===== src/design/vn_pkg.sv =====
// shared types for the vector3_normalize block
// no dependencies
`default_nettype none

package vn_pkg;

  typedef struct packed {
    logic valid;
    logic zero;
  } vn_ctrl_t;

endpackage

`default_nettype wire


===== src/design/vn_merge.sv =====
// merge stage: saturates and signs the three lane quotients, output register
// depends on vn_pkg for the control struct
`default_nettype none

module vn_merge #(
  parameter int F = 15
) (
  input  wire logic               clk,
  input  wire logic               rst_n,
  input  wire logic               en,
  input  wire vn_pkg::vn_ctrl_t   ctrl_i,
  input  wire logic [2:0][F:0]    q_i,
  input  wire logic [2:0]         neg_i,
  output logic                    valid_o,
  output logic [2:0][F:0]         unit_o,
  output logic                    zero_o,
  output logic                    sat_o
);

  import vn_pkg::*;

  logic            valid_r;
  logic [2:0][F:0] unit_r;
  logic [2:0][F:0] unit_nxt;
  logic            zero_r;
  logic            sat_r;
  logic            sat_nxt;

  always_comb begin
    logic [F-1:0] clip;
    logic [F:0]   pos;
    sat_nxt  = 1'b0;
    unit_nxt = '0;
    for (int k = 0; k < 3; k++) begin
      clip = q_i[k][F] ? {F{1'b1}} : q_i[k][F-1:0];
      pos  = {1'b0, clip};
      unit_nxt[k] = neg_i[k] ? (~pos + 1'b1) : pos;
      sat_nxt = sat_nxt | q_i[k][F];
    end
    if (ctrl_i.zero) begin
      unit_nxt = '0;
      sat_nxt  = 1'b0;
    end
  end

  always_ff @(posedge clk) begin
    if (!rst_n) begin
      valid_r <= 1'b0;
    end else if (en) begin
      valid_r <= ctrl_i.valid;
    end
  end

  always_ff @(posedge clk) begin
    if (en) begin
      unit_r <= unit_nxt;
      zero_r <= ctrl_i.zero;
      sat_r  <= sat_nxt;
    end
  end

  assign valid_o = valid_r;
  assign unit_o  = unit_r;
  assign zero_o  = zero_r;
  assign sat_o   = sat_r;

endmodule

`default_nettype wire


===== config.mk =====
export PLATFORM = sky130hd
export DESIGN_NAME = vn_merge
export DESIGN_NICKNAME = d
export VERILOG_FILES = /design/src/design/vn_pkg.sv /design/src/design/vn_merge.sv
export SDC_FILE = /design/constraint.sdc
export NUM_CORES = 1
export LEC_CHECK = 0
export BUFFER_PORTS_ARGS = -buffer_cell sky130_fd_sc_hd__buf_2
export CORE_MARGIN = 1
export CORE_UTILIZATION = 40
export CTS_CLUSTER_SIZE = 25
export DETAILED_ROUTE_END_ITERATION = 16
export GPL_TIMING_DRIVEN = 0
export PLACE_DENSITY = 0.75
export SETUP_SLACK_MARGIN = 0.2
export SLEW_MARGIN = 20
export SYNTH_ARGS = -nofsm -noshare
export SYNTH_HDL_FRONTEND = slang
export SYNTH_SLANG_ARGS = --single-unit

===== constraint.sdc =====
create_clock -name clk -period 2.4 [get_ports clk]
set_input_delay 0.36 -clock clk [delete_from_list [all_inputs] [get_ports clk]]
set_output_delay 0.36 -clock clk [all_outputs]
set_load 0.02 [all_outputs]

Yosys cells after proc, flatten, opt, wreduce, memory -nomap -nowiden
Index checks and enable logic that the tools add are counted.

cells by class
  $add $sub $neg = 3
  $mul = 0
  divide/modulo/power cells = 0
  $lt $le $gt $ge = 0
  equal/unequal tests = 0
  shifts and indexed selects = 0
  multiplexer cells = 6
  bitwise logic cells = 8
  reduce and logical (&&, ||, !) cells = 3

operators by type and width
  operator                                                          count
  15-bit 2-to-1 mux                                                 6
  16-bit by 1-bit adder with 16-bit output (second input constant)  3
  15-bit NOT with 16-bit output                                     3
  2-bit OR reduction                                                3
  1-bit NOT                                                         3
  1-bit bitwise OR                                                  2

storage, ports and cells
  bits in registers = 51
  latch bits = 0
  memory bits (writable) = 0
  bits in read-only memories = 0
  memories kept = 0

Longest topological paths before layout
  depth after elaboration = 4
  depth in mapped cells = 9
  gate-level depth less buffers = 6

Worst setup path after synthesis
No wires, ideal clock.

  path type = input-to-reg
  from = input q_i[47] (netlist bit)
  to = register unit_r (netlist bit unit_o[44]) (data pin)
  data arrival time = 2.141 ns
  required time = 2.134 ns
  setup slack = -0.007 ns
  stages = 9
  path through = clkbuf_1 -> clkbuf_1 -> nor2_1 -> ha_1 -> or3b_2 -> clkbuf_1 -> o41ai_1 -> xnor2_1 -> nor2_1

between the ends
  word-level cells in the longest chain between the ends = 4

ends and longest elaborated chain
  item                                      line            RTL
  from (decl)                               vn_merge.sv:12  input wire logic [2:0][F:0] q_i,
  15-bit 2-to-1 mux *                       vn_merge.sv:35  clip = q_i[k][F] ? {F{1'b1}} : q_i[k][F-1:0];
  15-bit NOT with 16-bit output             vn_merge.sv:37  unit_nxt[k] = neg_i[k] ? (~pos + 1'b1) : pos;
  16-bit by 1-bit adder with 16-bit output  vn_merge.sv:37
  15-bit 2-to-1 mux *                       vn_merge.sv:37
  to (signal assigned)                      vn_merge.sv:56  unit_r <= unit_nxt;
  to (decl)                                 vn_merge.sv:23  logic [2:0][F:0] unit_r;

Every way passes the cells marked *; elsewhere a longest branch is shown, timed or not.
A chain may end at the register's enable or synchronous reset.

Worst setup path after layout
  from = input q_i[31] (netlist bit)
  to = register unit_r (netlist bit unit_o[30]) (data pin)

The elaborated chain is that of the path after synthesis.

==> flow_summary_export.csv <==
group,metric,value,unit
status,outcome,"completed",
synthesis,synth_nets,383,
global_route,grt_pass1_wl,12.4,mm
clock_network,clock_path_buffers,2,
global_route,antenna_found_initial,0,
setup_path,crit_fanout,5,
power,ir_drop,0.216,mV
synthesis,synth_seq_area_share,48.0,%
layout,area_growth_syn_to_layout,26.7,%
synthesis,syn_area,3170,sq um
setup_path,setup.worst_path.end_class,"flip-flop",
global_route,use_met3,3.43,%
power,p_int,1.46,mW
floorplanning,io_pins,107,
clock_network,post_cts_buffers,0,
placed_design,place.gp.congestion,0.848,
global_route,gr-total-overflow,0,
synthesis,ys_warn_count,0,
power,netSwitchingFraction,29.8,%
synthesis,synth_top_area_cell,"edfxtp_1",
clock_network,cts_root_buffer,"clkbuf_8",
synthesis,synth.ff_latch_count,51,
sta,setup-tns-final,0,ns
global_route,grt_max_degree,52,
floorplanning,fp.dieH,91.0,microns
detailed_routing,drt-vias-per-instance,5.46,
placed_design,hpwl,5.54,mm
power,power_density,518,nW/um^2
synthesis,netlist_instances,324,
global_route,grt_pass1_vias,2681,
sta,finClkSkew,0,ns
global_route,grtUsageTotal,18.5,%
floorplanning,die_w,91.0,microns
setup_path,regToRegSetupSlack,1.81,ns
power,pwr-share-clk,23.5,%
floorplanning,start_util,41.2,%
setup_path,critPathRequiredTime,2.54,ns
sta,rsz0062_at_grt,"no",
sta,fin_crit_sh,89.5,%
synthesis,synth_top_area_share,47.4,%
setup_path,cp-start-kind,"input port",
setup_path,crit_type,"in -> reg",
power,netSwitchingPower,0.619,mW
layout,nNetsFinal,494,
clock_network,ctsHtreeMaxLevel,2,
synthesis,synth-async-reset-ratio,0,%
synthesis,synth.avg_cell_area,9.78,sq um
layout,final_common_cell,"buf_2",
detailed_routing,wirelength,7.68,mm
detailed_routing,drt_iter0_markers,145,
detailed_routing,ant_nets,0,
clock_network,clkLatencyLatePin,0.30,ns
global_route,use_met2,31.3,%
sta,worst_pin_slew,0.646,ns
sta,post-route-min-period,2.15,ns
global_route,grt_util_met1,24.1,%
sta,slew_headroom,56.9,%
sta,fmax,466,MHz
detailed_routing,first_pass_iters,4,
clock_network,numCtsBuffers,5,
job,drv_cap,0,
clock_network,cts_tree,"done",
hold_path,min_path_type,"in -> reg",
detailed_routing,vias,2939,
layout,final_cell_mix,"106 x buf_2, 82 x nor2_1, 50 x edfxtp_1",
placed_design,pre_cts_slack,-0.254,ns
floorplanning,die-area,8280,sq um
power,p_total,2.08,mW
detailed_routing,routedWlPerCell,14.3,microns
sta,finalSetupViolations,0,
clock_network,clk_pin_slew,0.10,ns
placed_design,io_buffers,104,
layout,drive_above_1_share,34.2,%
sta,maxSlewViolCount,0,
sta,hold_viol,0,
synthesis,yosys_most_used_dff,"edfxtp_1",
floorplanning,core_area,7690,sq um
synthesis,synth.area.top_cells,"edfxtp_1 47%, nor2_1 10%, xnor2_1 4.4%, mux2i_1 4.1%, or4_1 3.1%",
floorplanning,row_count,32,
clock_network,cts.sinks,51,
global_route,grt-busiest-layer,"met2",
power,seq_power_share,52.2,%
detailed_routing,drcViolationCount,0,
sta,hold_ws,0.260,ns
setup_path,worst_ep_arrival_time,2.29,ns
power,p_comb_share,24.3,%
synthesis,synth_edf_count,50,
layout,antennaDiodeCount,0,
power,p_leak,1.53,nW
synthesis,synth_cell_types,41,
sta,layout_setup_ws,0.252,ns
-- power by group through the flow --
stage	registers (mW)	clock network, mW	logic [mW]
5_1_grt	1.09	0.531	0.552
6_report	1.09	0.490	0.505
3_3_place_gp	1.11	0	0.494
3_5_place_dp	1.11	0	0.501
4_1_cts	1.09	0.501	0.505
2_1_floorplan	1.21	0	0.196
-- repair_timing --
action,in CTS,in global routing
setup endpoints to repair,3,4
hold buffers,0,0
resized for setup,4,10
-- worst max-delay path, cell delays in order --
cell,delay (ns)
buf_2,0.13
or4_1,0.57
or4_4,0.58
or4b_1,0.51
a31oi_1,0.14
-- Yosys cell counts, types with 2 or more instances --
| cell | n |
|---|---|
| o32ai_1 | 3 |
| nor2_1 | 86 |
| o41ai_1 | 7 |
| edfxtp_1 | 50 |
| o22a_1 | 6 |
| ha_1 | 3 |
| a21oi_1 | 7 |
| or4_4 | 3 |
| o21ai_0 | 4 |
| mux2i_1 | 13 |
| o31ai_1 | 9 |
| a211oi_1 | 3 |
| nor3_1 | 12 |
| buf_1 | 3 |
| buf_2 | 2 |
| or2_2 | 5 |
| nand3_1 | 2 |
| or4b_1 | 3 |
| nor4_1 | 3 |
| or4_1 | 13 |
| xnor2_1 | 16 |
| o21bai_1 | 2 |
| a31oi_1 | 4 |
| clkbuf_1 | 21 |
| or3_1 | 9 |
| or3b_2 | 3 |
| nand2b_1 | 4 |
| o211ai_1 | 2 |
| o211a_1 | 2 |
| nor2b_1 | 9 |
| nor3b_1 | 5 |
-- flip-flops by register name, summed over array words and instances (netlist names) --
register  count
sat_o         1
unit_o       48
valid_o       1
zero_o        1
-- cell families (layout without fill, tap and decap cells) --
kind of cell / Yosys count / in the layout / share of synthesized area, %
buf+inv: 27 / 139 / 3.28
fa+ha+maj: 3 / 3 / 1.18
simple gates: 159 / 159 / 25.8
mux: 14 / 14 / 4.46
xor+xnor: 17 / 17 / 4.70
compound gates: 53 / 53 / 12.5
flops: 51 / 51 / 48.0
-- layout make-up --
cell class                 instances  area [sq um]
timing repair buffer             104           523
clock inverter                     2          12.5
clock buffer                       6          72.6
multi-input combinational        246          1610
sequential                        51          1520
buffer                            26           141
tap                              102           128
fill                             727          3670
inverter                           1          3.75
-- stage by stage --
stage,utilization (%),cells,area (sq um)
3_5_place_dp,50.7,530,3900
6_report,52.2,538,4020
2_1_floorplan,-,324,3250
4_1_cts,52.1,538,4000
5_1_grt,52.2,538,4020
3_3_place_gp,50.7,530,3900
-- worst paths after layout --
path              cells after the start                  from                       end
hold / removal                        1             ctrl_i[0]          zero_o$_DFFE_PP_
hold reg to reg                       2  valid_o$_SDFFE_PN0P_      valid_o$_SDFFE_PN0P_
setup reg to reg                      2  valid_o$_SDFFE_PN0P_      valid_o$_SDFFE_PN0P_
setup / recovery                      5               q_i[31]  unit_o[30]$_SDFFCE_PP0P_
-- routing by layer --
metal	routed length [microns]	part of all wire (%)
met2	3710	48
met3	434	5.7
met4	127	1.7
met1	3410	44
met5	0	0
Power figures use the tool's default switching activity.
