### src/design/vn_isqrt.sv
// pipelined integer square root, one root bit per stage
// no package dependencies
`default_nettype none

module vn_isqrt #(
  parameter int W = 16
) (
  input  wire logic           clk,
  input  wire logic           en,
  input  wire logic [2*W-1:0] sum_i,
  output logic      [W-1:0]   root_o
);

  localparam int RW = W + 3;

  logic [RW-1:0]  rem_r  [W];
  logic [W-1:0]   root_r [W];
  logic [2*W-1:0] n_r    [W];

  genvar i;
  generate
    for (i = 0; i < W; i++) begin : g_stage
      logic [RW-1:0]  rem_in;
      logic [RW-1:0]  cur;
      logic [RW-1:0]  trial;
      logic [W-1:0]   root_in;
      logic [2*W-1:0] n_in;

      if (i == 0) begin : g_first
        assign rem_in  = '0;
        assign root_in = '0;
        assign n_in    = sum_i;
      end else begin : g_next
        assign rem_in  = rem_r[i-1];
        assign root_in = root_r[i-1];
        assign n_in    = n_r[i-1];
      end

      assign cur   = {rem_in[RW-3:0], n_in[2*(W-1-i)+1 -: 2]};
      assign trial = {1'b0, root_in, 2'b01};

      always_ff @(posedge clk) begin
        if (en) begin
          if (cur >= trial) begin
            rem_r[i]  <= cur - trial;
            root_r[i] <= {root_in[W-2:0], 1'b1};
          end else begin
            rem_r[i]  <= cur;
            root_r[i] <= {root_in[W-2:0], 1'b0};
          end
          n_r[i] <= n_in;
        end
      end
    end
  endgenerate

  assign root_o = root_r[W-1];

endmodule

`default_nettype wire

### config.mk
export PLATFORM = sky130hd
export DESIGN_NAME = vn_isqrt
export DESIGN_NICKNAME = d
export VERILOG_FILES = /design/src/design/vn_isqrt.sv
export SDC_FILE = /design/constraint.sdc
export NUM_CORES = 1
export LEC_CHECK = 0
export ABC_AREA = 1
export BUFFER_PORTS_ARGS = -buffer_cell sky130_fd_sc_hd__buf_2
export CAP_MARGIN = 20
export CORE_ASPECT_RATIO = 0.8
export CORE_UTILIZATION = 43
export DETAILED_ROUTE_END_ITERATION = 10
export PLACE_DENSITY_LB_ADDON = 0.1
export SKIP_LAST_GASP = 1
export SLEW_MARGIN = 40
export SYNTH_ARGS = -nofsm -noshare
export SYNTH_HDL_FRONTEND = slang
export SYNTH_SLANG_ARGS = --single-unit
### constraint.sdc
create_clock -name clk -period 3.5 [get_ports clk]
set_clock_uncertainty 0.2 [all_clocks]
set_input_delay 0.175 -clock clk [delete_from_list [all_inputs] [get_ports clk]]
set_output_delay 0.175 -clock clk [all_outputs]
set_load 0.03 [all_outputs]
; Word-level counts from Yosys, hierarchy flattened
; Memories as Yosys holds them, arrays and structs flattened.
; Cells that the tools add are included.
[totals]
ff_bits = 0
ramBits = 1072
input_bits = 34
output_inout_bits = 16
mem_count = 3
[mem_list]
columns = name, depth, width, read_ports, rd_clocked_by_memory_dff, wr, line_no
row1 = n_r, 16, 32, 15, 0, 16, 18  ; logic [2*W-1:0] n_r [W];
row2 = rem_r, 16, 19, 15, 0, 16, 16  ; logic [RW-1:0] rem_r [W];
row3 = root_r, 16, 16, 16, 0, 16, 17  ; logic [W-1:0] root_r [W];
[classes]
n_addsub = 16
n_lt_le_gt_ge = 16
mux = 130
bitwise_logic = 32
[op_table]
columns = cell, n
row1 = 2-to-1 mux 19 bit, 16
row2 = >= comparator 19 x 18 -> 1 bit, 15
row3 = subtractor 19 x 18 -> 19 bit, 15
row4 = 2-to-1 mux 16 bit, 16
row5 = 2-to-1 mux 1 bit, 98
row6 = OR 1 bit, 32
row7 = "subtractor 2 x 1 -> 3 bit, second input constant", 1
row8 = ">= comparator 2 x 1 -> 1 bit, second input constant", 1

; Depth between registers and ports, before layout
; Gate-level depths: netlist of the first run.
; An unclocked memory read counts as a cell.
[logic_depth]
ltp_word = 6
depth_mapped = 14
mapped_depth_nobuf = 14

; Worst setup path after synthesis of the first run
; Ideal clock, no wire load.
[synth_timing]
kind = reg2reg
startpoint = memory rem_r[0][40] (netlist name)
endpoint = memory rem_r[0][67] (netlist name), data pin
t_arrival_ns = 1.698
t_required_ns = 3.044
slack_ns = 1.346
path_stages_with_launch = 10
n_path_buf = 1
synth_period_minus_slack_ns = 2.154
path_cell_list = edfxtp_1 -> ha_1 -> a21o_1 -> nor2_2 -> nand2_1 -> a21oi_2 -> nand2_2 -> buf_6 -> nand3b_1 -> nand2_1
[synth_lines]
columns = item, line_no
row1 = start: declaration, 16

==> results.json, run 1 <==
{
  "mappedNetlistNets": 3751,
  "avgViaCountPerCell": 4.826,
  "synth_enable_flop_cells": 612,
  "postSynthRegisterBits": 613,
  "timing.setup.critical_path_class": "register to register",
  "post-route-min-period_ns": 2.906,
  "fin_nets": 3875,
  "cts.sink_count": 613,
  "antenna_violations_before_repair": 0,
  "routed_wl_um": 74650,
  "power.density_cell_area_nw_per_um2": 559.5,
  "root_buffer": "sky130_fd_sc_hd__clkbuf_16",
  "ys_seq_area_share_pct": 56.56,
  "syn-mean-instance-area_um2": 9.127,
  "worst_slew_margin_rel_pct": 49.28,
  "globalplace.congestion": 0.9229,
  "cts-htree-levels": 3,
  "detail_route.wl_per_cell_um": 15.73,
  "total_global_route_track_usage_pct": 19.73,
  "worst-slew-pin-transition_ns": 0.7609,
  "yosysWarningCount": 0,
  "layout-area-overhead-vs-synth_pct": 12.11,
  "worst_setup_hold_path_clk_slew_ns": 0.06,
  "clk-insertion-delay-late_ns": 0.62,
  "core.rowCount": 89,
  "grt_max_degree": 140,
  "timing.critical_path.fanout_max": 10,
  "layout_worst_path_cycle_share_pct": 83.02,
  "clock.fmax_ghz": 0.3441,
  "core_area_um2": 74280,
  "run_status": "complete, no violations",
  "cp-start-kind": "register",
  "p_leak_nw": 16.59,
  "cts_post_setup_buffers_inserted": 0,
  "fin_tns_setup_ns": 0,
  "portBuffers": 49,
  "ant_nets": 0,
  "drt_pass1_iterations": 5,
  "synth.cell_area_um2": 32530,
  "final_layout_size_suffix_gt1_share_pct": 5.878,
  "die_w_um": 309.5,
  "final-setup-viol-count": 0,
  "slew_violations": 0,
  "finalWorstSetupSlack_ns": 0.5942,
  "hold_class": "primary input to register",
  "total_count_of_hold_check_failures_in_the_final_report": 0,
  "remaining_drc_errors": 0,
  "drt-initial-drc-count": 1794,
  "synth_async_sr_flop_share_pct": 0,
  "worst_ep_required_time_ns": 3.64,
  "critical_path_arrival_ns": 3.05,
  "effective_utilization_at_floorplan_pct": 43.79,
  "global_route_wire_length_before_repair_um": 117100,
  "holdWs_ns": 0.05888,
  "grt-ovfl-total": 0,
  "rsz0062_at_grt": "no",
  "die_h_um": 248,
  "syn-instance-count": 3564,
  "floorplan.die_area_um2": 76760,
  "half_perimeter_wire_length_after_detailed_placement_um": 55520,
  "route.vias.total": 22890,
  "number_of_clock_buffers_inserted_by_tritoncts": 67,
  "detailedPlace.worstSlack_ns": 0.7116,
  "max-clock-path-buffers": 3,
  "post_synth_num_cell_types": 46,
  "synth_ff_type": "sky130_fd_sc_hd__edfxtp_1",
  "holdPathStages": 2,
  "worstRegToRegCells": 8,
  "io-pin-count": 50,
  "grt_pass1_vias": 21020,
  "crit_path_end_kind": "register",
  "antenna_cells": 0,
  "vdd.ir_drop.worst_uv": 348.0,
  "max_cap_violation_count": 0,
  "tritoncts": "built"
}
-- logic make-up (layout without fill, tap and decap cells) --
kind of cell | after synthesis | count (layout) | share of synthesized area (%)
AND/OR/NAND/NOR | 1824 | 1824 | 23.55
flip-flops | 613 | 613 | 56.56
buffers and inverters | 671 | 850 | 8.097
AO/OA/AOI/OAI | 213 | 213 | 3.489
adder cells (fa/ha/maj) | 153 | 153 | 5.885
XOR/XNOR | 90 | 90 | 2.423
-- through the flow --
stage               utilization (%)  cells  total power, mW  area [um2]
floorplan                         -   3564            12.24       32530
global placement              45.69   4586            13.44       33930
detailed placement            45.69   4586            13.43       33930
CTS                           49.10   4744            20.62       36470
global route                  49.10   4744            21.50       36470
finish                        49.10   4744            20.40       36470
-- placed cells by master (no fill, tap or decap), types with 7 or more instances in the layout --
cell type / instances
sky130_fd_sc_hd__dlygate4sd3_1: 34
sky130_fd_sc_hd__o21ai_1: 20
sky130_fd_sc_hd__nand2_1: 1089
sky130_fd_sc_hd__and2_1: 13
sky130_fd_sc_hd__or2_2: 14
sky130_fd_sc_hd__clkinv_1: 15
sky130_fd_sc_hd__buf_4: 10
sky130_fd_sc_hd__a21oi_1: 110
sky130_fd_sc_hd__nand3b_1: 42
sky130_fd_sc_hd__ha_1: 153
sky130_fd_sc_hd__xor2_1: 59
sky130_fd_sc_hd__xnor2_1: 31
sky130_fd_sc_hd__nand3_1: 225
sky130_fd_sc_hd__clkinv_2: 12
sky130_fd_sc_hd__nand4_1: 40
sky130_fd_sc_hd__buf_2: 48
sky130_fd_sc_hd__inv_2: 7
sky130_fd_sc_hd__inv_1: 621
sky130_fd_sc_hd__nor3_1: 36
sky130_fd_sc_hd__o21ai_0: 65
sky130_fd_sc_hd__nor2_1: 333
sky130_fd_sc_hd__clkbuf_16: 67
sky130_fd_sc_hd__edfxtp_1: 612
-- synthesized netlist by cell type, types with 3 or more instances --
| library cell | count | area share, % |
|---|---|---|
| sky130_fd_sc_hd__nor2_1 | 333 | 3.8 |
| sky130_fd_sc_hd__or2_2 | 14 | 0.27 |
| sky130_fd_sc_hd__nand2_1 | 1089 | 13 |
| sky130_fd_sc_hd__o211ai_1 | 3 | 0.069 |
| sky130_fd_sc_hd__buf_4 | 12 | 0.28 |
| sky130_fd_sc_hd__nor2_2 | 6 | 0.12 |
| sky130_fd_sc_hd__xor2_1 | 59 | 1.6 |
| sky130_fd_sc_hd__nand3_1 | 225 | 3.5 |
| sky130_fd_sc_hd__a21oi_1 | 110 | 1.7 |
| sky130_fd_sc_hd__buf_6 | 7 | 0.24 |
| sky130_fd_sc_hd__nand4_1 | 40 | 0.77 |
| sky130_fd_sc_hd__nand2_2 | 6 | 0.12 |
| sky130_fd_sc_hd__o21ai_1 | 20 | 0.31 |
| sky130_fd_sc_hd__nand3b_1 | 42 | 0.97 |
| sky130_fd_sc_hd__o21bai_1 | 3 | 0.069 |
| sky130_fd_sc_hd__ha_1 | 153 | 5.9 |
| sky130_fd_sc_hd__nand3_2 | 3 | 0.092 |
| sky130_fd_sc_hd__inv_2 | 7 | 0.081 |
| sky130_fd_sc_hd__o21ai_0 | 65 | 1.0 |
| sky130_fd_sc_hd__edfxtp_1 | 612 | 56 |
| sky130_fd_sc_hd__and2_1 | 13 | 0.25 |
| sky130_fd_sc_hd__clkbuf_1 | 18 | 0.21 |
| sky130_fd_sc_hd__nor2_4 | 3 | 0.10 |
| sky130_fd_sc_hd__and3_1 | 3 | 0.058 |
| sky130_fd_sc_hd__inv_1 | 621 | 7.2 |
| sky130_fd_sc_hd__nor3_1 | 36 | 0.55 |
| sky130_fd_sc_hd__buf_2 | 5 | 0.077 |
| sky130_fd_sc_hd__xnor2_1 | 31 | 0.83 |
-- critical path: stages, from the launching register on --
cell                       delay (ns)
sky130_fd_sc_hd__edfxtp_1        0.42
sky130_fd_sc_hd__ha_1            0.39
sky130_fd_sc_hd__nand2_1         0.08
sky130_fd_sc_hd__nand2_1         0.06
sky130_fd_sc_hd__a21boi_0        0.36
sky130_fd_sc_hd__nand2_1         0.10
sky130_fd_sc_hd__nor2_1          0.17
sky130_fd_sc_hd__nand2_1         0.28
sky130_fd_sc_hd__o21ai_0         0.56
-- layer usage --
| metal | vias to the layer above | share of wire, % | GRT usage, % |
|---|---|---|---|
| li1 | 11800 | - | - |
| met1 | 10500 | 55 | 32.50 |
| met2 | 504 | 38 | 25.98 |
| met3 | 86 | 5.9 | 3.219 |
| met4 | 0 | 2.0 | 5.256 |
| met5 | - | 0 | 0 |
-- power breakdown --
part	switching [mW]	internal, mW	total, mW
sequential	0.504	9.03	9.53
combinational	2.55	1.29	3.84
clock	3.02	4.01	7.03
total	6.07	14.3	20.4
-- final cells by class --
cell class | instances | area, um2
clock inverter | 48 | 452.9
sequential | 613 | 18400
inverter | 628 | 2357
clock buffer | 76 | 1740
tap | 1001 | 1252
fill | 7058 | 37810
multi-input combinational | 2280 | 11500
timing repair buffer | 98 | 770.7
-- repair_timing --
| action | CTS | global route |
|---|---|---|
| resized for setup | 0 | 0 |
| hold buffers | 34 | 0 |
| hold endpoints to repair | 91 | 0 |
-- final timing paths --
path,startpoint,end,slack (ns)
setup / recovery,rem_r[0][139],rem_r[1][1],0.59
hold / removal,sum_i[0],n_r[0][0],0.06
setup reg to reg,rem_r[0][139],rem_r[1][1],0.59
hold reg to reg,n_r[0][48],n_r[0][80],0.21
-- registers in the layout (all words and copies together) (netlist names) --
name,count
rem_r,237
n_r,240
root_r,136
Note: power is estimated with default switching activity, not from simulation.
==> run 2, diff against run 1 <==
==> constraint.sdc (replaced) <==
create_clock -name clk -period 2.7 [get_ports clk]
set_clock_uncertainty 0.2 [all_clocks]
set_input_delay 0.135 -clock clk [delete_from_list [all_inputs] [get_ports clk]]
set_output_delay 0.135 -clock clk [all_outputs]
set_load 0.03 [all_outputs]
==> results.json, run 2 (synthesis gave the netlist of run 1 again) <==
{
  "max_cap_violation_count": 0,
  "rsz0062_at_grt": "yes",
  "slew_violations": 0,
  "final_design_area_no_fill_um2": 37190,
  "largest_reg_flops": 240,
  "core.rowCount": 89,
  "half_perimeter_wire_length_after_detailed_placement_um": 55410,
  "worst_slew_margin_rel_pct": 59.44,
  "worst_ep_required_time_ns": 2.87,
  "root_buffer": "sky130_fd_sc_hd__clkbuf_16",
  "clock_power_share_pct": 35.3,
  "final_core_util_pct": 50.07,
  "die_h_um": 248,
  "timing.critical_path.slowest_cell_delay_ns": 0.47,
  "grt-ovfl-total": 0,
  "place.detailed.instances": 4623,
  "crit_path_end_kind": "register",
  "antenna_violations_before_repair": 0,
  "power_report.internal_total_mw": 19.15,
  "fin_total_pwr_mw": 26.87,
  "cpMaxStageDelayCell": "sky130_fd_sc_hd__edfxtp_1",
  "final_layout_size_suffix_gt1_share_pct": 6.809,
  "startpoint": "root_r[1][24]",
  "register_with_the_highest_flop_count": "n_r",
  "vdd.ir_drop.worst_uv": 441.2,
  "portBuffers": 49,
  "detail_route.wl_per_cell_um": 15.37,
  "rrSetupSlack_ns": 0.15,
  "floorplan.die_area_um2": 76760,
  "detailedPlace.worstSlack_ns": 0.1035,
  "crit_path_end": "rem_r[1][39]",
  "global_route_wire_length_before_repair_um": 116700,
  "routed_wl_um": 73860,
  "clock.fmax_ghz": 0.3927,
  "cts.sink_count": 613,
  "core_area_um2": 74280,
  "finalWorstSetupSlack_ns": 0.1533,
  "grt_max_degree": 81,
  "route.vias.total": 23000,
  "globalplace.congestion": 0.9225,
  "io-pin-count": 50,
  "post-route-min-period_ns": 2.547,
  "max-clock-path-buffers": 3,
  "layout-area-overhead-vs-synth_pct": 14.34,
  "total_global_route_track_usage_pct": 19.60,
  "die_w_um": 309.5,
  "total_count_of_hold_check_failures_in_the_final_report": 0,
  "cp-start-kind": "register",
  "number_of_clock_buffers_inserted_by_tritoncts": 67,
  "worst-path-stages": 10,
  "placed_cell_area_um2": 34260,
  "power.density_cell_area_nw_per_um2": 722.5,
  "fin_tns_setup_ns": 0,
  "fin_nets": 3945,
  "critical_path_arrival_ns": 2.72,
  "timing.setup.critical_path_class": "register to register",
  "antenna_cells": 0,
  "avgViaCountPerCell": 4.786,
  "switching_share_pct": 28.73,
  "mostFrequentLayoutCell": "sky130_fd_sc_hd__nand2_1",
  "fin_cells": 4805,
  "drt-initial-drc-count": 1733,
  "layout_worst_path_cycle_share_pct": 94.32,
  "cts-htree-levels": 3,
  "worst_path_dominant_cell_family": "compound AO/OA/AOI/OAI gates",
  "tritoncts": "built",
  "worstRegToRegCells": 10,
  "power.share.sequential_pct": 45.9,
  "number_of_buffers_and_inverters_on_the_critical_path": 3,
  "netSwitchingPower_mw": 7.721,
  "ant_nets": 0,
  "run_status": "complete, no violations",
  "worst-slew-pin-transition_ns": 0.6083,
  "layout.cells.most_common_list": "sky130_fd_sc_hd__nand2_1, sky130_fd_sc_hd__inv_1, sky130_fd_sc_hd__edfxtp_1",
  "worst_setup_hold_path_clk_slew_ns": 0.06,
  "worst_r2r_endpoint": "rem_r[1][39]",
  "hold_class": "primary input to register",
  "remaining_drc_errors": 0,
  "grt_pass1_vias": 21430,
  "crit_path_cell_trace": "inv_1 > ha_1 > a21oi_1 > a21oi_1 > nor2_1 > nand3_2 > buf_4 > nand2_1 > o21ai_0 > buf_4",
  "drt_pass1_iterations": 5,
  "timing.critical_path.fanout_max": 8,
  "p_leak_nw": 16.95,
  "holdWs_ns": 0.04265,
  "crit-reg2reg-launch": "root_r[1][24]",
  "combPwrFrac_pct": 18.8,
  "clk-insertion-delay-late_ns": 0.62,
  "final-setup-viol-count": 0,
  "effective_utilization_at_floorplan_pct": 43.79,
  "largest_registers": "n_r x240, rem_r x237, root_r x136"
}
==> run 2: cell types whose count changed in the layout (fill, tap and decap cells not counted), moves of 5 or more <==
cell	previous run	this run
sky130_fd_sc_hd__buf_4	10	50
sky130_fd_sc_hd__dlygate4sd3_1	34	59
sky130_fd_sc_hd__clkinv_1	15	8
sky130_fd_sc_hd__clkinv_2	12	5
sky130_fd_sc_hd__buf_12	5	10
sky130_fd_sc_hd__clkbuf_1	6	11
==> run 2: worst min-delay path by stage <==
stage / start / end / slack (ns) / cells after the start
floorplan: sum_i[0] / n_r[0][0] / 0.03 / 0
global placement: sum_i[26] / n_r[0][26] / 0.11 / 1
detailed placement: sum_i[26] / n_r[0][26] / 0.11 / 1
CTS: sum_i[7] / n_r[0][7] / 0.002 / 2
global route: sum_i[15] / n_r[0][15] / 0.02 / 2
finish: sum_i[7] / n_r[0][7] / 0.04 / 2
==> run 2: timing repair <==
item                                    4_1_cts  5_1_grt
resized for setup                             0        5
hold buffers                                 59        0
endpoints found under the hold margin       245        0
setup buffers                                 0        8
endpoints found under the setup margin        0        9
==> run 2: worst register-to-register path, delay by kind of cell (launching register included) <==
family	cells	cell delay, ns
buffers and inverters	3	0.42
adders and majority gates	1	0.36
AOI/OAI and AO/OA	3	0.48
DFF	1	0.47
and+or+nand+nor	3	0.39
==> run 2: per-layer routing <==
metal	vias up	track usage, %	wire [um]
li1	11920	-	-
met1	10450	31.75	39650
met2	530	26.27	28110
met3	100	3.407	4634
met4	0	5.256	1467
met5	-	0	0
==> run 2: power groups by stage <==
stage	Clock, mW	Combinational, mW	Sequential [mW]
5_1_grt	10.1	5.81	12.4
4_1_cts	9.77	5.05	12.3
3_5_place_dp	0	4.95	12.5
6_report	9.48	5.05	12.3
3_3_place_gp	0	4.96	12.5
2_1_floorplan	0	3.63	12.2
==> run 2: area by class of cell <==
| cell class | count | area, um2 |
|---|---|---|
| clock buffers | 82 | 1818 |
| well taps | 1001 | 1252 |
| multi-input cells | 2280 | 11500 |
| fillers | 7006 | 37080 |
| repair buffers | 168 | 1421 |
| clock inverters | 33 | 444.2 |
| inverters | 628 | 2360 |
| flip-flops and latches | 613 | 18400 |
