File: src/design/vn_div_lane.sv
// one divider lane: pipelined restoring division of a * 2^F by the magnitude
// relies on a <= magnitude, so the quotient fits F+1 bits; no package use
`default_nettype none

module vn_div_lane #(
  parameter int W = 16,
  parameter int F = 15
) (
  input  wire logic         clk,
  input  wire logic         en,
  input  wire logic [W-1:0] a_i,
  input  wire logic [W-1:0] mag_i,
  input  wire logic         neg_i,
  output logic      [F:0]   q_o,
  output logic              neg_o
);

  logic [W:0]   rem_r [F+1];
  logic [W-1:0] mag_r [F+1];
  logic [F:0]   q_r   [F+1];
  logic         neg_r [F+1];

  genvar j;
  generate
    for (j = 0; j <= F; j++) begin : g_stage
      logic [W:0]   rem_in;
      logic [W:0]   diff;
      logic [W-1:0] mag_in;
      logic [F:0]   q_in;
      logic         neg_in;
      logic         take;

      if (j == 0) begin : g_first
        assign rem_in = {1'b0, a_i};
        assign mag_in = mag_i;
        assign q_in   = '0;
        assign neg_in = neg_i;
      end else begin : g_next
        assign rem_in = rem_r[j-1];
        assign mag_in = mag_r[j-1];
        assign q_in   = q_r[j-1];
        assign neg_in = neg_r[j-1];
      end

      assign take = rem_in >= {1'b0, mag_in};
      assign diff = take ? (rem_in - {1'b0, mag_in}) : rem_in;

      always_ff @(posedge clk) begin
        if (en) begin
          rem_r[j] <= {diff[W-1:0], 1'b0};
          mag_r[j] <= mag_in;
          q_r[j]   <= {q_in[F-1:0], take};
          neg_r[j] <= neg_in;
        end
      end
    end
  endgenerate

  assign q_o   = q_r[F];
  assign neg_o = neg_r[F];

endmodule

`default_nettype wire

File: config.mk
export PLATFORM = sky130hd
export DESIGN_NAME = vn_div_lane
export DESIGN_NICKNAME = d
export VERILOG_FILES = /design/src/design/vn_div_lane.sv
export SDC_FILE = /design/constraint.sdc
export NUM_CORES = 1
export LEC_CHECK = 0
export BUFFER_PORTS_ARGS = -buffer_cell sky130_fd_sc_hd__buf_4
export CAP_MARGIN = 25
export CORE_AREA = 3 3 291 407
export DETAILED_ROUTE_END_ITERATION = 10
export DIE_AREA = 0 0 294 410
export SYNTH_ARGS = -nofsm -noshare
export SYNTH_HDL_FRONTEND = slang
export SYNTH_SLANG_ARGS = --single-unit
File: constraint.sdc
create_clock -name clk -period 4.4 [get_ports clk]
set_input_delay 1.32 -clock clk [delete_from_list [all_inputs] [get_ports clk]]
set_output_delay 1.32 -clock clk [all_outputs]
set_load 0.03 [all_outputs]
Word level (Yosys, flattened, before mapping)
Memories as Yosys holds them, arrays and structs flattened.
Index checks and enable logic that the tools add are counted.

word-level totals
  bits in registers = 0
  memory bits (writable) = 784
  output and inout port bits = 17
  memories = 4
  bits of input ports = 35

operators by class
  order comparisons = 16
  muxes and demuxes = 18
  add/subtract/negate cells = 16

memory list
  memory  depth  bits a word  read ports  clocked after memory_dff  write ports  line  RTL
  mag_r   16     16           15          0                         16           19    logic [W-1:0] mag_r [F+1];
  q_r     16     16           16          0                         16           20    logic [F:0] q_r [F+1];
  rem_r   16     16           15          0                         16           18    logic [W:0] rem_r [F+1];
  neg_r   16     1            16          0                         16           21    logic neg_r [F+1];

operators with widths
  cell                                          number
  2-to-1 mux 16 bit                             16
  subtractor 16 bit                             16
  greater-or-equal comparator 17 x 16 -> 1 bit  15
  greater-or-equal comparator 16 bit            1
  2-to-1 mux 1 bit                              2

Longest topological paths before layout
Gate-level depths: netlist of the first run.
An unclocked memory read counts as a cell.

  depth after elaboration = 3
  gate-level depth with buffers = 12
  mapped depth without buffers = 11

Worst setup path before layout of the first run
Ideal clock, no wire load.

  kind = input-to-reg
  start point = in a_i[0]
  end point = mem rem_r[0][11] (netlist bit) (data pin)
  path slack = 836 ps
  data required time = 4,130 ps
  data arrival time = 3,294 ps
  stages on the path = 11
  cells stage by stage = inv_1 > ha_1 > fa_1 > nor2b_1 > o21ai_0 > a311oi_1 > o21ai_0 > a31oi_1 > buf_2 > buf_1 > a21oi_1

RTL lines
  what         line  RTL
  from (decl)  11    input wire logic [W-1:0] a_i,
  to (decl)    18

==> summary.md, run 1 <==
| Metric | Value |
|---|---|
| Worst-path clk slew | `60 ps` |
| First-pass GRT wire length | `110000 um` |
| Worst vdd ir | `303 uV` |
| Htree depth | `3` |
| CP Max Fanout | `22` |
| Worst hold slack | `403 ps` |
| Mapped Avg Cell Area | `11.7 sq um` |
| Post-CTS Setup Inserts | `0` |
| Cells after Synth | `2935` |
| Vias per inst | `4.82` |
| Sequential area share after synthesis | `55.2%` |
| FF+latch count, synth | `632` |
| Boundary Pins | `52` |
| Nets | `3340` |
| Slew @ Worst Pin | `986 ps` |
| Max_slew headroom | `34.3%` |
| Met2 Use GR | `23.8%` |
| Clock share of power | `22.2%` |
| CTS tree | `yes` |
| Worst setup EP type | `flop` |
| Final-report hold violation count | `0` |
| RePlAce Congestion | `0.893` |
| Count of different cell masters after synthesis | `86` |
| Clk sinks | `632` |
| Place WS | `250 ps` |
| Tcrit/Tclk final | `81.3%` |
| DP Cell Count | `4452` |
| Total wire length | `68900 um` |
| Total CTS buffers | `71` |
| Number of cell rows | `147` |
| Post-Route Setup TNS | `0 ps` |
| Share of cells above drive strength 1 | `9.36%` |
| CTS Hold Buffers Added | `0` |
| Final Critical Period | `3580 ps` |
| Core area | `115000 sq um` |
| P per Cell Area | `690 nW/um^2` |
| Sw frac | `35.6%` |
| Initial DRC Count | `976` |
| Largest net degree at the start of global routing | `101` |
| Worst hold path type | `reg2reg` |
| Final Max Slew Viols | `0` |
| Starting Density | `29.9%` |
| Clk root buf | `clkbuf_16` |
| Reg2Reg Depth | `9` |
| Via count | `22062` |
| GR peak layer | `met2` |
| CP Class | `in2reg` |
| Total gr overflow | `0` |
| Overall Global Routing Usage | `11.3%` |
| Seq pwr share | `35.7%` |
| CTS max path bufs | `3` |
| Die ar. | `121000 sq um` |
| N_diodes | `0` |
| Post-synth EDFFs | `632` |
| Startpoint Class | `input port` |
| Non-Filler Instances | `4576` |
| P&R area growth vs syn | `13.4%` |
| Mapped Area | `34400 sq um` |
| Setup violators final | `0` |
| Met3 Usage GRT | `1.96%` |
| Fmax | `0.280 GHz` |
| Die width | `294 um` |
| Antenna Nets Post-Route | `0` |
| Final Worst Setup Slack | `824 ps` |
| IO buf count | `51` |
| WP data required | `4740 ps` |
| Syn_nets | `3240` |
| Initial antenna violation count | `0` |
| YS warnings | `0` |
| DPL Wire Length | `52200 um` |
| Internal power | `17300 uW` |
| Outcome | `complete, no violations` |
| Met1 GRT Util | `9.00%` |
| Residual DRC | `0` |
| DRT Pass-1 Iters | `4` |
| Unrepaired setup endpoints after global routing | `no` |
| Pwr Total | `26900 uW` |
| Vias in the first global route | `23196` |
| Max-cap violations | `0` |
| Main synth FF type | `edfxtp_1` |
| NetSw | `9570 uW` |
| Clk Latency, worst-skew pair | `620 ps` |
| Pleak | `0.0155 uW` |
| WL/cell | `15.0 um` |
| CP arrival | `3920 ps` |
| Combinational Power Share | `42.1%` |
| Cts repair resizes | `0` |
| Setup Skew | `32.2 ps` |
| Asr flop ratio synth | `0%` |
| Hold path cells | `0` |
| Die H | `410 um` |
## sequential cells by signal (all words and copies together), names as in the netlist
name   count
rem_r    240
neg_r     16
q_r      136
mag_r    240
## final timing paths
path,slack (ps),start,end
setup / recovery,820,a_i[0],rem_r[0][1]
setup reg to reg,960,rem_r[0][100],rem_r[0][126]
hold / removal,400,q_r[5][21],q_r[6][6]
hold reg to reg,400,q_r[5][21],q_r[6][6]
## power groups by stage
stage	sequential (uW)	clock [uW]	combinational, uW
2_1_floorplan	9420	0	8820
3_3_place_gp	9690	0	11100
3_5_place_dp	9710	0	11300
4_1_cts	9600	6190	11400
5_1_grt	9730	6450	12700
6_report	9590	5980	11300
## logic make-up after synthesis
family / after synthesis / share of synthesized area (%)
AO/OA/AOI/OAI: 748 / 14.4
AND/OR/NAND/NOR: 657 / 9.07
flip-flops: 632 / 55.2
buffers and inverters: 390 / 4.43
adder cells (fa/ha/maj): 270 / 10.2
multiplexers: 92 / 2.98
XOR/XNOR: 146 / 3.72
## synth_stat cells (all sizes together) (42+ instances only)
master	instances	area [sq um]
edfxtp	632	19000
inv	342	1280
ha	255	3190
nand2	197	739
o21ai	180	905
a21oi	179	900
nor2	179	672
xnor2	85	744
mux2	83	935
a21o	79	593
xor2	61	534
o21a	54	405
nor2b	46	288
nand3	42	210
## cell type report
class / instances / area, sq um
Multi-Input combinational cell: 1913 / 13900
Sequential cell: 632 / 19000
Timing Repair Buffer: 75 / 633
Fill cell: 11332 / 76000
Clock inverter: 38 / 462
Tap cell: 1490 / 1860
Inverter: 342 / 1280
Clock buffer: 86 / 1880
## layer usage
metal / vias to the layer above / wire length (um)
li1: 11011 / -
met1: 10483 / 21900
met2: 370 / 40100
met3: 198 / 2140
met4: 0 / 4720
met5: - / 0
## cells in the final DEF, fill, tap and decap left out, drive strengths merged, types with 11 or more instances in the layout
cell type and count:
nand4 32, o211ai 17, and3 13, ha 255, inv 345, xnor2 85, a21oi 179, o31a 15
o21a 54, xor2 61, a211o 22, o31ai 30, nand2b 38, edfxtp 632, nand2 197, nand3 42
or3 14, nor2b 46, nor3 41, a21o 79, a211oi 27, and2 12, a31oi 20, o21bai 14
clkinv 24, a21boi 16, fa 15, clkbuf 86, buf 75, o21ai 180, nor2 179, nor4 11
mux2 83
## critical path, cell delays in order
cell      delay, ps
buf_4            80
inv_1            30
ha_1            210
fa_1            400
nor2b_1         190
o21ai_0         130
a311oi_1        390
o21ai_0         270
a31oi_2         440
buf_4           340
a21oi_1         100
## stage by stage
stage | utilization [%] | area (sq um)
after floorplan | - | 34400
after CTS | 33.9 | 39000
after global routing | 33.9 | 39000
after global placement | 31.9 | 36600
after detailed placement | 31.9 | 36600
final | 33.9 | 39000
(Power assumes the default switching activity.)
==> inputs of run 2 (changes only) <==
==> constraint.sdc (replaced) <==
create_clock -name clk -period 3.5 [get_ports clk]
set_input_delay 1.05 -clock clk [delete_from_list [all_inputs] [get_ports clk]]
set_output_delay 1.05 -clock clk [all_outputs]
set_load 0.03 [all_outputs]
==> run 2 against run 1 <==
Net effect:
- clock skew down 6.0 ps
- sequential power up 25%
- non-clock buffer count up 46
- sequential share of layout area down 0.45 points
- clock power up 20%
- routed wire length up 0.89%
- global-route usage up 0.20 points
- critical endpoint is now rem_r[1][43]
==> summary.md, run 2 (synthesized netlist as in run 1, its figures left out) <==
| Metric | Value |
|---|---|
| Outcome | `complete, no violations (unchanged)` |
| Startpoint Class | `flop (was input port)` |
| Total CTS buffers | `71 (unchanged)` |
| DPL Wire Length | `52900 um (was 52200 um)` |
| Die H | `410 um (unchanged)` |
| Fmax | `0.323 GHz` |
| Final-report hold violation count | `0 (unchanged)` |
| Initial antenna violation count | `0 (unchanged)` |
| Nets | `3386 (was 3340)` |
| Vias per inst | `4.83 (was 4.82)` |
| Overall Global Routing Usage | `11.5% (was 11.3%)` |
| Post-Route Setup TNS | `0 ps (unchanged)` |
| Seq pwr share | `35.5% (was 35.7%)` |
| Worst hold slack | `409 ps (was 403 ps)` |
| WP data required | `3850 ps (was 4740 ps)` |
| CP Max Fanout | `15 (was 22)` |
| Die ar. | `121000 sq um (unchanged)` |
| Unrepaired setup endpoints after global routing | `no (unchanged)` |
| FF-to-FF setup slack | `400 ps (was 960 ps)` |
| DRT Pass-1 Iters | `6 (was 4)` |
| Worst hold path type | `reg2reg (unchanged)` |
| DP Cell Count | `4498 (was 4452)` |
| NetSw | `12100 uW (was 9570 uW)` |
| First-pass GRT wire length | `112000 um (was 110000 um)` |
| P&R area growth vs syn | `14.5% (was 13.4%)` |
| Clock share of power | `21.2% (was 22.2%)` |
| Share of cells above drive strength 1 | `10.7% (was 9.36%)` |
| Layout filler cell count | `11358 (was 11332)` |
| Reg-to-reg critical path endpoint | `rem_r[1][43] (was rem_r[0][126])` |
| RePlAce Congestion | `0.887 (was 0.893)` |
| Worst setup EP type | `flop (unchanged)` |
| HP Start | `q_r[4][0] (was q_r[5][21])` |
| Clk Latency, worst-skew pair | `620 ps (about the same)` |
| Worst-path clk slew | `60 ps (about the same)` |
| Via count | `22326 (was 22062)` |
| Final Critical Period | `3100 ps` |
| Reg2Reg Launch Point | `mag_r[1][26] (was rem_r[0][100])` |
| Residual DRC | `0 (unchanged)` |
| Most frequent cells in the layout | `edfxtp_1 (632), inv_1 (340), ha_1 (255) (unchanged)` |
| Total wire length | `69500 um (was 68900 um)` |
| Clk sinks | `632 (unchanged)` |
| CP arrival | `3440 ps (was 3920 ps)` |
| Pwr Total | `33900 uW (was 26900 uW)` |
| IO buf count | `51 (unchanged)` |
| Total gr overflow | `0 (unchanged)` |
| Vias in the first global route | `23110 (was 23196)` |
| Combinational Power Share | `43.3% (was 42.1%)` |
| Number of cell rows | `147 (unchanged)` |
| CTS tree | `yes (unchanged)` |
| N_diodes | `0 (unchanged)` |
| Tcrit/Tclk final | `88.5%` |
| Die width | `294 um (unchanged)` |
| WHS Endpoint | `q_r[4][17] (was q_r[6][6])` |
| Antenna Nets Post-Route | `0 (unchanged)` |
| Pleak | `0.0157 uW (was 0.0155 uW)` |
| Reg2Reg Depth | `9 (unchanged)` |
| Non-Filler Instances | `4625 (was 4576)` |
| Slew @ Worst Pin | `887 ps (was 986 ps)` |
| Final Max Slew Viols | `0 (unchanged)` |
| Sw frac | `35.7% (was 35.6%)` |
| P per Cell Area | `863 nW/um^2 (was 690 nW/um^2)` |
| Largest net degree at the start of global routing | `104 (was 101)` |
| Internal power | `21800 uW (was 17300 uW)` |
| Clk root buf | `clkbuf_16 (unchanged)` |
| Hold path cells | `0 (unchanged)` |
| Initial DRC Count | `853 (was 976)` |
| Htree depth | `3 (unchanged)` |
| Boundary Pins | `52 (unchanged)` |
| Leading cell type in the layout, fill and taps excluded | `edfxtp_1 (unchanged)` |
| Max_slew headroom | `40.8% (was 34.3%)` |
| CTS max path bufs | `3 (unchanged)` |
| Setup Skew | `26.2 ps (was 32.2 ps)` |
| CP Class | `reg2reg (was in2reg)` |
| Core area | `115000 sq um (unchanged)` |
| Cts repair resizes | `0 (unchanged)` |
| Max-cap violations | `0 (unchanged)` |
| Post-CTS Setup Inserts | `0 (unchanged)` |
| Worst vdd ir | `397 uV (was 303 uV)` |
| Biggest regs | `mag_r: 240 flops, rem_r: 240 flops, q_r: 136 flops (unchanged)` |
| Setup violators final | `0 (unchanged)` |
| Starting Density | `29.9% (unchanged)` |
| WL/cell | `15.0 um (about the same)` |
| Fin util | `34.2% (was 33.9%)` |
| CTS Hold Buffers Added | `0 (unchanged)` |
## run 2: cell type report
| type | instances | area (sq um) | area share (%) |
|---|---|---|---|
| tap | 1490 | 1860 | 4.74 |
| sequential | 632 | 19000 | 48.2 |
| clock inverter | 35 | 353 | 0.897 |
| multi-input combinational | 1913 | 13900 | 35.3 |
| clock buffer | 92 | 1880 | 4.77 |
| timing repair buffer | 121 | 1100 | 2.81 |
| inverter | 342 | 1280 | 3.26 |
## run 2: per-stage QoR
stage,area (sq um),setup slack [ps]
after floorplan,34400,206
after global placement,37100,-156
after detailed placement,37100,-233
after CTS,39300,306
after global routing,39300,178
final,39300,403
## run 2: critical path, cell delays in order, from the launching register on
cell and delay, ps:
edfxtp_1 470, inv_1 70, ha_1 440, nand3_1 160, nor4_1 590, buf_4 210
nor3_1 70, a21oi_2 220, buf_12 180, mux2_2 420
## run 2: worst max-delay path by stage
stage	startpoint	to	slack [ps]	cells after the start
floorplan	a_i[0]	rem_r[0][11]	210	11
global placement	a_i[0]	rem_r[0][0]	-160	11
detailed placement	a_i[0]	rem_r[0][15]	-230	12
CTS	mag_r[1][26]	rem_r[1][43]	310	9
global route	rem_r[0][101]	rem_r[0][126]	180	9
finish	mag_r[1][26]	rem_r[1][43]	400	9
## run 2: power by group through the flow
stage          combinational, uW  clock (uW)  sequential (uW)
2_1_floorplan              11100           0            11800
3_3_place_gp               14500           0            12200
3_5_place_dp               14700           0            12200
4_1_cts                    14800        7480            12000
5_1_grt                    16500        7800            12200
6_report                   14700        7200            12000
## run 2: layer usage
layer	global-route usage [%]	wire, um	vias up
met2	24.4	40900	355
li1	-	-	11099
met5	0	0	-
met4	6.66	4120	0
met3	1.96	2120	200
met1	9.42	22300	10672
==> inputs of run 3 (changes only) <==
--- a/config.mk
+++ b/config.mk
@@ -7,9 +7,9 @@
 export LEC_CHECK = 0
 export BUFFER_PORTS_ARGS = -buffer_cell sky130_fd_sc_hd__buf_4
 export CAP_MARGIN = 25
-export CORE_AREA = 3 3 291 407
+export CORE_AREA = 3 3 361 328
 export DETAILED_ROUTE_END_ITERATION = 10
-export DIE_AREA = 0 0 294 410
+export DIE_AREA = 0 0 364 331
 export SYNTH_ARGS = -nofsm -noshare
 export SYNTH_HDL_FRONTEND = slang
 export SYNTH_SLANG_ARGS = --single-unit
==> run 3 against run 2 <==
Net effect:
- hold slack worse by 15 ps
- maximum frequency grew 0.53%
- global-route usage about the same
- largest cell class unchanged
- clock skew is 6.5 ps higher
- die area about the same
==> summary.md, run 3 (synthesized netlist as in run 1, its figures left out) <==
| Metric | Value |
|---|---|
| Outcome | `complete, no violations (unchanged)` |
| Startpoint Class | `flop (unchanged)` |
| Largest net degree at the start of global routing | `67 (was 104)` |
| CTS max path bufs | `3 (unchanged)` |
| Most frequent cells in the layout | `edfxtp_1 (632), inv_1 (340), ha_1 (255) (unchanged)` |
| Fmax | `0.325 GHz (was 0.323 GHz)` |
| Biggest regs | `mag_r: 240 flops, rem_r: 240 flops, q_r: 136 flops (unchanged)` |
| Htree depth | `3 (unchanged)` |
| Cts repair resizes | `0 (unchanged)` |
| Fin util | `34.2% (about the same)` |
| Starting Density | `30.0% (was 29.9%)` |
| Die H | `331 um (was 410 um)` |
| Setup violators final | `0 (unchanged)` |
| Post-CTS Setup Inserts | `0 (unchanged)` |
| Overall Global Routing Usage | `11.4% (was 11.5%)` |
| CTS Hold Buffers Added | `0 (unchanged)` |
| Internal power | `21700 uW (was 21800 uW)` |
| Combinational Power Share | `42.2% (was 43.3%)` |
| Setup Skew | `32.7 ps (was 26.2 ps)` |
| Total gr overflow | `0 (unchanged)` |
| DRT Pass-1 Iters | `5 (was 6)` |
| CP Max Fanout | `12 (was 15)` |
| Vias in the first global route | `21745 (was 23110)` |
| Clk root buf | `clkbuf_16 (unchanged)` |
| NetSw | `11900 uW (was 12100 uW)` |
| Initial antenna violation count | `0 (unchanged)` |
| CP Class | `reg2reg (unchanged)` |
| Worst vdd ir | `440 uV (was 397 uV)` |
| Via count | `21971 (was 22326)` |
| Final Cell Area | `39300 sq um (about the same)` |
| DPL Wire Length | `50900 um (was 52900 um)` |
| Residual DRC | `0 (unchanged)` |
| Antenna Nets Post-Route | `0 (unchanged)` |
| Core area | `115000 sq um (about the same)` |
| Place WS | `-30.3 ps (was -233 ps)` |
| Final Max Slew Viols | `0 (unchanged)` |
| Clock share of power | `21.7% (was 21.2%)` |
| Max-cap violations | `0 (unchanged)` |
| Final Critical Period | `3080 ps (was 3100 ps)` |
| Pleak | `0.0157 uW (about the same)` |
| Clk Latency, worst-skew pair | `650 ps (was 620 ps)` |
| Vias per inst | `4.75 (was 4.83)` |
| Die ar. | `120000 sq um (was 121000 sq um)` |
| Die width | `364 um (was 294 um)` |
| Worst setup EP type | `flop (unchanged)` |
| Slew @ Worst Pin | `783 ps (was 887 ps)` |
| WP data required | `3890 ps (was 3850 ps)` |
| Placed Area | `37000 sq um (was 37100 sq um)` |
| P&R area growth vs syn | `14.2% (was 14.5%)` |
| Worst-path clk slew | `60 ps (about the same)` |
| Boundary Pins | `52 (unchanged)` |
| Final-report hold violation count | `0 (unchanged)` |
| First-pass GRT wire length | `112000 um (about the same)` |
| Sw frac | `35.5% (was 35.7%)` |
| Seq pwr share | `36.1% (was 35.5%)` |
| Total CTS buffers | `72 (was 71)` |
| RePlAce Congestion | `0.855 (was 0.887)` |
| Initial DRC Count | `1259 (was 853)` |
| Nets | `3371 (was 3386)` |
| N_diodes | `0 (unchanged)` |
| Max_slew headroom | `46.5% (was 40.8%)` |
| WL/cell | `14.7 um (was 15.0 um)` |
| CTS tree | `yes (unchanged)` |
| Tcrit/Tclk final | `88.0% (was 88.5%)` |
| Number of cell rows | `118 (was 147)` |
| Unrepaired setup endpoints after global routing | `no (unchanged)` |
| CP arrival | `3470 ps (was 3440 ps)` |
| Clk sinks | `632 (unchanged)` |
| Worst hold path type | `reg2reg (unchanged)` |
| Final Worst Setup Slack | `420 ps (was 403 ps)` |
| IO buf count | `51 (unchanged)` |
| Total wire length | `68200 um (was 69500 um)` |
| Leading cell type in the layout, fill and taps excluded | `edfxtp_1 (unchanged)` |
| P per Cell Area | `855 nW/um^2 (was 863 nW/um^2)` |
| Share of cells above drive strength 1 | `10.3% (was 10.7%)` |
-- run 3: per-stage QoR --
step	TNS, ps	power [uW]	hold WS [ps]	std cells
6_report	0	33600	394	4622
5_1_grt	0	36200	416	4622
4_1_cts	0	33900	387	4622
3_5_place_dp	-63.1	26400	405	4492
3_3_place_gp	-40.9	26200	401	4492
2_1_floorplan	0	22900	400	2935
-- run 3: path summary, 6_finish.rpt --
path	start	endpoint	slack (ps)	cells after the start
hold reg to reg	q_r[5][10]	q_r[5][27]	390	0
setup reg to reg	rem_r[1][37]	rem_r[1][52]	420	9
hold / removal	q_r[5][10]	q_r[5][27]	390	0
setup / recovery	rem_r[1][37]	rem_r[1][52]	420	9
-- run 3: cell type report --
cell class	instances	area (sq um)
clock buffers	91	1920
clock inverters	39	353
fillers	11191	75500
inverters	342	1280
multi-input cells	1913	13900
flip-flops and latches	632	19000
well taps	1500	1880
repair buffers	105	971
-- run 3: power by group through the flow --
stage               Combinational [uW]  Clock (uW)  Sequential, uW
floorplan                        11100           0           11800
detailed placement               14100           0           12300
global route                     16000        7860           12300
CTS                              14200        7580           12100
global placement                 13900           0           12300
finish                           14200        7290           12100
-- run 3: critical path: stages (launching register included) --
cell      delay (ps)
edfxtp_1         400
ha_1             370
a21oi_1          180
o21ai_0          140
a211oi_1         300
o21ai_0          220
a21o_1           270
a41oi_4          310
buf_4            260
mux2_2           360
-- run 3: per-layer routing --
layer / part of all wire [%] / vias to the layer above / routed length, um / global-route usage (%)
li1: - / 11092 / - / -
met1: 46 / 10431 / 31500 / 14.5
met2: 47 / 323 / 32200 / 19.2
met3: 3.5 / 125 / 2360 / 2.34
met4: 3.1 / 0 / 2140 / 4.08
met5: 0 / - / 0 / 0
